**config.mk**
```make
export PLATFORM = sky130hd
export DESIGN_NAME = string_literal_checker_top
export DESIGN_NICKNAME = d
export VERILOG_FILES = /design/src/hdl/slc_pkg.sv /design/src/hdl/slc_classify.sv /design/src/hdl/slc_step.sv /design/src/hdl/string_literal_checker_top.sv
export SDC_FILE = /design/constraint.sdc
export NUM_CORES = 1
export LEC_CHECK = 0
export BUFFER_PORTS_ARGS = -buffer_cell sky130_fd_sc_hd__buf_2
export CORE_MARGIN = 3
export CORE_UTILIZATION = 35
export CTS_CLUSTER_SIZE = 8
export DETAILED_ROUTE_END_ITERATION = 7
export SYNTH_ARGS = -nofsm -noshare
export SYNTH_HDL_FRONTEND = slang
export SYNTH_SLANG_ARGS = --single-unit
```
**constraint.sdc**
```tcl
create_clock -name aclk -period 4.1 [get_ports aclk]
set_input_delay 0.82 -clock aclk [delete_from_list [all_inputs] [get_ports aclk]]
set_output_delay 0.82 -clock aclk [all_outputs]
set_load 0.02 [all_outputs]
```
**src/hdl/slc_pkg.sv**
```systemverilog
// Shared types and constants for the string literal checker.
// No dependencies; every other file in hdl/ refers to this package by scoped name.
package slc_pkg;

    // Token length limit and the saturation cap it implies on the 16-bit count
    localparam logic [31:0] LENGTH_LIMIT = 32'd65535;
    localparam logic [15:0] LENGTH_CAP   =
        (LENGTH_LIMIT > 32'd65535) ? 16'hFFFF : LENGTH_LIMIT[15:0];

    // Printable ASCII bounds
    localparam logic [7:0] PRINT_LO = 8'd32;
    localparam logic [7:0] PRINT_HI = 8'd126;

    // Hex run lengths for the x and u escapes
    localparam logic [2:0] HEX2_DIGITS = 3'd2;
    localparam logic [2:0] HEX4_DIGITS = 3'd4;

    typedef enum logic [1:0] {
        KIND_IDLE = 2'd0,
        KIND_STR  = 2'd1,
        KIND_CHR  = 2'd2
    } kind_t;

    typedef enum logic [2:0] {
        PH_BODY  = 3'd0,
        PH_ESC   = 3'd1,
        PH_HEX2  = 3'd2,
        PH_HEX4  = 3'd3,
        PH_CLOSE = 3'd4
    } phase_t;

    typedef enum logic [2:0] {
        ST_PENDING      = 3'd0,
        ST_STRING_OK    = 3'd1,
        ST_CHAR_OK      = 3'd2,
        ST_BAD_ESCAPE   = 3'd3,
        ST_BAD_STR_CHAR = 3'd4,
        ST_UNTERMINATED = 3'd5,
        ST_BAD_CHAR_LIT = 3'd6,
        ST_NOT_LITERAL  = 3'd7
    } status_t;

    typedef struct packed {
        logic [7:0] char_byte;
        logic       at_end;
    } in_word_t;

    typedef struct packed {
        logic [2:0]  status;
        logic        byte_consumed;
        logic [15:0] token_length;
    } out_word_t;

    // Scanner state carried from one word to the next
    typedef struct packed {
        kind_t       kind;
        phase_t      phase;
        logic [2:0]  hex_seen;
        logic [15:0] length;
    } scan_state_t;

    // Byte classification handed from the classifier to the step logic
    typedef struct packed {
        logic is_dquote;
        logic is_squote;
        logic is_bslash;
        logic is_print;
        logic is_hex;
        logic is_simple_esc;
        logic is_x;
        logic is_u;
    } byte_class_t;

endpackage

```
**src/hdl/slc_classify.sv**
```systemverilog
// Byte classifier for the string literal checker.
// Depends on slc_pkg (byte_class_t, printable bounds).
module slc_classify (
    input  logic [7:0]          char_byte,
    output slc_pkg::byte_class_t cls
);

    logic is_digit;
    logic is_lower_hex;
    logic is_upper_hex;

    assign is_digit     = (char_byte >= 8'h30) && (char_byte <= 8'h39);
    assign is_lower_hex = (char_byte >= 8'h61) && (char_byte <= 8'h66);
    assign is_upper_hex = (char_byte >= 8'h41) && (char_byte <= 8'h46);

    always_comb begin
        cls.is_dquote     = (char_byte == 8'h22);
        cls.is_squote     = (char_byte == 8'h27);
        cls.is_bslash     = (char_byte == 8'h5C);
        cls.is_print      = (char_byte >= slc_pkg::PRINT_LO) &&
                            (char_byte <= slc_pkg::PRINT_HI);
        cls.is_hex        = is_digit || is_lower_hex || is_upper_hex;
        // quote, double quote, backslash, n, r, t, 0
        cls.is_simple_esc = (char_byte == 8'h27) || (char_byte == 8'h22) ||
                            (char_byte == 8'h5C) || (char_byte == 8'h6E) ||
                            (char_byte == 8'h72) || (char_byte == 8'h74) ||
                            (char_byte == 8'h30);
        cls.is_x          = (char_byte == 8'h78);
        cls.is_u          = (char_byte == 8'h75);
    end

endmodule

```
**src/hdl/slc_step.sv**
```systemverilog
// Per-word scanner step: next state and result from current state and one word.
// Depends on slc_pkg (scan_state_t, byte_class_t, status and phase codes).
module slc_step (
    input  slc_pkg::scan_state_t cur,
    input  slc_pkg::byte_class_t cls,
    input  logic                 at_end,
    output slc_pkg::scan_state_t nxt,
    output slc_pkg::out_word_t   res
);

    slc_pkg::status_t status;
    logic             take;
    slc_pkg::phase_t  after_content;
    logic [2:0]       hex_inc;
    logic [2:0]       hex_target;
    logic [15:0]      len_inc;

    assign after_content = (cur.kind == slc_pkg::KIND_STR) ? slc_pkg::PH_BODY
                                                           : slc_pkg::PH_CLOSE;
    assign hex_inc    = cur.hex_seen + 3'd1;
    assign hex_target = (cur.phase == slc_pkg::PH_HEX2) ? slc_pkg::HEX2_DIGITS
                                                        : slc_pkg::HEX4_DIGITS;
    assign len_inc    = (take && (cur.length < slc_pkg::LENGTH_CAP))
                        ? cur.length + 16'd1 : cur.length;

    // Outputs: status and consume flag
    always_comb begin
        status = slc_pkg::ST_PENDING;
        take   = 1'b0;
        if (cur.kind == slc_pkg::KIND_IDLE) begin
            if (!at_end && (cls.is_dquote || cls.is_squote)) begin
                take = 1'b1;
            end else begin
                status = slc_pkg::ST_NOT_LITERAL;
            end
        end else begin
            unique case (cur.phase) inside
                slc_pkg::PH_BODY: begin
                    if (cur.kind == slc_pkg::KIND_STR) begin
                        if (at_end) begin
                            status = slc_pkg::ST_UNTERMINATED;
                        end else if (cls.is_dquote) begin
                            take   = 1'b1;
                            status = slc_pkg::ST_STRING_OK;
                        end else if (cls.is_bslash || cls.is_print) begin
                            take = 1'b1;
                        end else begin
                            status = slc_pkg::ST_BAD_STR_CHAR;
                        end
                    end else if (!at_end && (cls.is_bslash || cls.is_print)) begin
                        take = 1'b1;
                    end else begin
                        status = slc_pkg::ST_BAD_CHAR_LIT;
                    end
                end
                slc_pkg::PH_ESC: begin
                    if (!at_end && (cls.is_simple_esc || cls.is_x || cls.is_u)) begin
                        take = 1'b1;
                    end else begin
                        status = slc_pkg::ST_BAD_ESCAPE;
                    end
                end
                slc_pkg::PH_HEX2, slc_pkg::PH_HEX4: begin
                    if (!at_end && cls.is_hex) begin
                        take = 1'b1;
                    end else begin
                        status = slc_pkg::ST_BAD_ESCAPE;
                    end
                end
                slc_pkg::PH_CLOSE: begin
                    if (!at_end && cls.is_squote) begin
                        take   = 1'b1;
                        status = slc_pkg::ST_CHAR_OK;
                    end else begin
                        status = slc_pkg::ST_BAD_CHAR_LIT;
                    end
                end
                default: begin
                    status = slc_pkg::ST_BAD_ESCAPE;
                end
            endcase
        end
    end

    // Next state
    always_comb begin
        nxt        = cur;
        nxt.length = len_inc;
        if (status != slc_pkg::ST_PENDING) begin
            nxt.kind     = slc_pkg::KIND_IDLE;
            nxt.phase    = slc_pkg::PH_BODY;
            nxt.hex_seen = 3'd0;
            nxt.length   = 16'd0;
        end else if (cur.kind == slc_pkg::KIND_IDLE) begin
            nxt.kind     = cls.is_dquote ? slc_pkg::KIND_STR : slc_pkg::KIND_CHR;
            nxt.phase    = slc_pkg::PH_BODY;
            nxt.hex_seen = 3'd0;
        end else begin
            unique case (cur.phase) inside
                slc_pkg::PH_BODY: begin
                    if (cls.is_bslash) begin
                        nxt.phase = slc_pkg::PH_ESC;
                    end else if (cur.kind == slc_pkg::KIND_CHR) begin
                        nxt.phase = slc_pkg::PH_CLOSE;
                    end
                end
                slc_pkg::PH_ESC: begin
                    if (cls.is_x) begin
                        nxt.phase    = slc_pkg::PH_HEX2;
                        nxt.hex_seen = 3'd0;
                    end else if (cls.is_u) begin
                        nxt.phase    = slc_pkg::PH_HEX4;
                        nxt.hex_seen = 3'd0;
                    end else begin
                        nxt.phase = after_content;
                    end
                end
                slc_pkg::PH_HEX2, slc_pkg::PH_HEX4: begin
                    if (hex_inc >= hex_target) begin
                        nxt.phase    = after_content;
                        nxt.hex_seen = 3'd0;
                    end else begin
                        nxt.hex_seen = hex_inc;
                    end
                end
                default: begin
                    nxt.phase = cur.phase;
                end
            endcase
        end
    end

    always_comb begin
        res.status        = status;
        res.byte_consumed = take;
        res.token_length  = len_inc;
    end

endmodule

```
**src/hdl/string_literal_checker_top.sv**
```systemverilog
// A word accepted into the input register passes through the scanner step into the
// result register, from which it is offered. Throughput: one word per cycle, set
// by the combinational scanner step between the two registers; m_ready low stalls
// both once full. Reset: synchronous, active-low aresetn empties both registers
// and returns the scanner to idle, body phase, no hex digits, length zero.
// Depends on slc_pkg, slc_classify and slc_step.
module string_literal_checker_top (
    input  logic                 aclk,
    input  logic                 aresetn,
    input  logic                 s_valid,
    output logic                 s_ready,
    input  slc_pkg::in_word_t    s_data,
    output logic                 m_valid,
    input  logic                 m_ready,
    output slc_pkg::out_word_t   m_data
);

    // Input register: holds one word waiting for the scanner step
    logic                 in_valid_reg;
    slc_pkg::in_word_t    in_word_reg;

    // Result register and scanner state
    logic                 out_valid_reg;
    slc_pkg::out_word_t   out_word_reg;
    slc_pkg::scan_state_t state_reg;
    slc_pkg::scan_state_t state_next;
    slc_pkg::out_word_t   out_word_next;

    slc_pkg::byte_class_t cls;
    logic                 advance;

    // Advance the held word into the result register when that slot is free
    // or its current word leaves this cycle.
    assign advance = in_valid_reg && (!out_valid_reg || m_ready);

    // Accept a new word whenever the input register empties or moves on.
    assign s_ready = !in_valid_reg || advance;

    assign m_valid = out_valid_reg;
    assign m_data  = out_word_reg;

    slc_classify u_classify (
        .char_byte (in_word_reg.char_byte),
        .cls       (cls)
    );

    // Scanner step: classify result plus current state give next state and result
    slc_step u_step (
        .cur    (state_reg),
        .cls    (cls),
        .at_end (in_word_reg.at_end),
        .nxt    (state_next),
        .res    (out_word_next)
    );

    always_ff @(posedge aclk) begin
        if (!aresetn) begin
            in_valid_reg  <= 1'b0;
            out_valid_reg <= 1'b0;
            state_reg     <= '{kind:     slc_pkg::KIND_IDLE,
                               phase:    slc_pkg::PH_BODY,
                               hex_seen: 3'd0,
                               length:   16'd0};
        end else begin
            // Input side: load on accept, drop once passed on
            if (s_valid && s_ready) begin
                in_valid_reg <= 1'b1;
            end else if (advance) begin
                in_valid_reg <= 1'b0;
            end
            // Result side: load on advance, drop when taken
            if (advance) begin
                out_valid_reg <= 1'b1;
                state_reg     <= state_next;
            end else if (m_ready) begin
                out_valid_reg <= 1'b0;
            end
        end
    end

    // Payload registers carry no reset
    always_ff @(posedge aclk) begin
        if (s_valid && s_ready) begin
            in_word_reg <= s_data;
        end
        if (advance) begin
            out_word_reg <= out_word_next;
        end
    end

endmodule

```
==> impl_metrics.env <==
export IMPL_status="complete, no violations"
export IMPL_maxSlewViolCount=0
export IMPL_pin_count=35
export IMPL_synth_area_mm2=0.00307
export IMPL_antenna_found_initial=0
export IMPL_grt_pass1_wl_mm=10.4
export IMPL_totalWireLength_mm=6.17
export IMPL_fin_util_pct=40.7
export IMPL_final_cell_mix="buf_2, nand2_1, edfxtp_1, nor2_1, dfxtp_1"
export IMPL_fin_crit_sh_pct=72.4
export IMPL_vias=2417
export IMPL_start_util_pct=36.8
export IMPL_grt_overflow_total=0
export IMPL_path_max_fanout=12
export IMPL_fp_coreArea_mm2=0.00834
export IMPL_clock_sinks=55
export IMPL_track_usage_pct=12.8
export IMPL_dp_hpwl_mm=4.38
export IMPL_whs_ns=0.514
export IMPL_synthesis_nets=334
export IMPL_cts_made_buffers=5
export IMPL_end_kind="flip-flop"
export IMPL_drt_iter0_markers=99
export IMPL_total_power_uw=984
export IMPL_drive_gt1_share_pct=18.4
export IMPL_area_delta_synth_final_pct=10.8
export IMPL_nFillCells=839
export IMPL_powerDensity_mw_per_mm2=290
export IMPL_hold_viol=0
export IMPL_nets=364
export IMPL_ant_nets=0
export IMPL_yosysTopAreaCell="edfxtp_1"
export IMPL_regArea_mm2=0.00139
export IMPL_rsz0062_at_grt="no"
export IMPL_final_cell_area_mm2=0.00340
export IMPL_hold_class="flip-flop to flip-flop"
export IMPL_avgSynthCellArea_um2=9.67
export IMPL_cap_violations=0
export IMPL_leakagePower_nw=1.23
export IMPL_setup_viol=0
export IMPL_fin_tns_setup_ns=0
export IMPL_ys_flop_type="edfxtp_1"
export IMPL_cts_tree="done"
export IMPL_required_ns=4.32
export IMPL_insertion_delay_ns=0.32
export IMPL_final_common_cell="buf_2"
export IMPL_ys_top_cells_by_area="edfxtp_1, dfxtp_1, nand2_1"
export IMPL_multi_input_area_mm2=0.00156
export IMPL_dieHeight_um=99.6
export IMPL_yosys_warnings=0
export IMPL_vdd_ir_drop_max_v=0.000168
export IMPL_crit_type="flip-flop to flip-flop"
export IMPL_dieArea_mm2=0.00992
export IMPL_fp_row_count=33
export IMPL_synthArstFlopShare_pct=0
export IMPL_fin_crit_ns=2.97
export IMPL_port_buffers=34
export IMPL_critPathArrivalTime_ns=3.19
export IMPL_post_cts_repair_setup_buffers=0
export IMPL_synth_seq_cells=55
export IMPL_antenna_diode_count=0
export IMPL_cts_buffer_depth=2
export IMPL_seq_area_frac_synth_pct=45.4
export IMPL_cts_hold_buf=0
export IMPL_cts_reportedPaths_clkPinSlew_ns=0.10
export IMPL_max_freq_ghz=0.337
export IMPL_tightest_slew_ns=0.654
export IMPL_htree_levels=2
export IMPL_fin_skew_ns=0.0111
export IMPL_synth_cell_types=70
export IMPL_grt_max_degree=26
export IMPL_synth_edf_count=29
export IMPL_wire_per_inst_um=13.6
export IMPL_start_kind="flip-flop"
export IMPL_synth_top_area_share_pct=28.4
export IMPL_dr_pass1_iters=5
export IMPL_die_x_um=99.6
export IMPL_synthCells=317
export IMPL_placed_cell_area_mm2=0.00331
export IMPL_remaining_drc_errors=0
export IMPL_globalplace_congestion=0.820
export IMPL_largest_reg_flops=24
export IMPL_cts_resized=0
export IMPL_grt_pass1_vias=2238
export IMPL_root_buffer="clkbuf_8"
export IMPL_slew_headroom_pct=56.3
export IMPL_via_per_inst=5.34
## logic make-up (layout without fill, tap and decap cells)
| family | count (synthesis) | count (layout) | synth area share [%] |
|---|---|---|---|
| AND/OR/NAND/NOR | 143 | 143 | 26.6 |
| AO/OA/AOI/OAI | 73 | 73 | 17.1 |
| flip-flops | 55 | 55 | 45.4 |
| buffers and inverters | 23 | 54 | 3.84 |
| XOR/XNOR | 17 | 17 | 4.86 |
| adder cells (fa/ha/maj) | 4 | 4 | 1.63 |
| multiplexers | 2 | 2 | 0.653 |
## Yosys cell counts (9+ instances only)
master    count
nand2b_1      9
dfxtp_1      26
nand2_1      31
a21oi_1      15
a31oi_1      10
edfxtp_1     29
xor2_1        9
inv_1         9
nor2_1       27
nand3_1      10
o21ai_0       9
## critical path: stages (launching register included)
cell       delay [ns]
edfxtp_1         0.55
or3b_1           0.44
a2111oi_2        0.59
o21ai_1          0.26
a21boi_2         0.50
nand4_1          0.18
xnor2_1          0.16
a22o_1           0.20
## worst paths after layout
| kind | startpoint | to | slack [ns] | cells after the start |
|---|---|---|---|---|
| setup / recovery | in_word_reg[1] | state_reg[4] | 1.13 | 7 |
| hold / removal | state_reg[5] | state_reg[5] | 0.51 | 1 |
| setup reg to reg | in_word_reg[1] | state_reg[4] | 1.13 | 7 |
| hold reg to reg | state_reg[5] | state_reg[5] | 0.51 | 1 |
## area by class of cell
class,count,area share [%]
inverter,9,0.994
timing repair buffer,37,5.67
multi-input combinational,239,45.8
clock inverter,3,0.663
tap,105,3.87
clock buffer,5,2.03
sequential,55,41.0
## per-layer routing
layer	GRT usage, %	routed length [um]
met1	16.5	2800
met2	21.6	3020
met3	2.81	295
met4	3.78	61
met5	0	0
## per-stage QoR
stage	setup WS, ns	std cells
detailed placement	1.13	445
finish	1.13	453
global placement	1.18	445
CTS	1.12	453
global route	0.875	453
floorplan	1.47	317
## report_power, final
part	total, mW	switching, mW	internal [mW]
sequential	0.606	0.0134	0.593
clock	0.317	0.193	0.124
combinational	0.0615	0.0395	0.0219
Note: power is estimated with default switching activity, not from simulation.
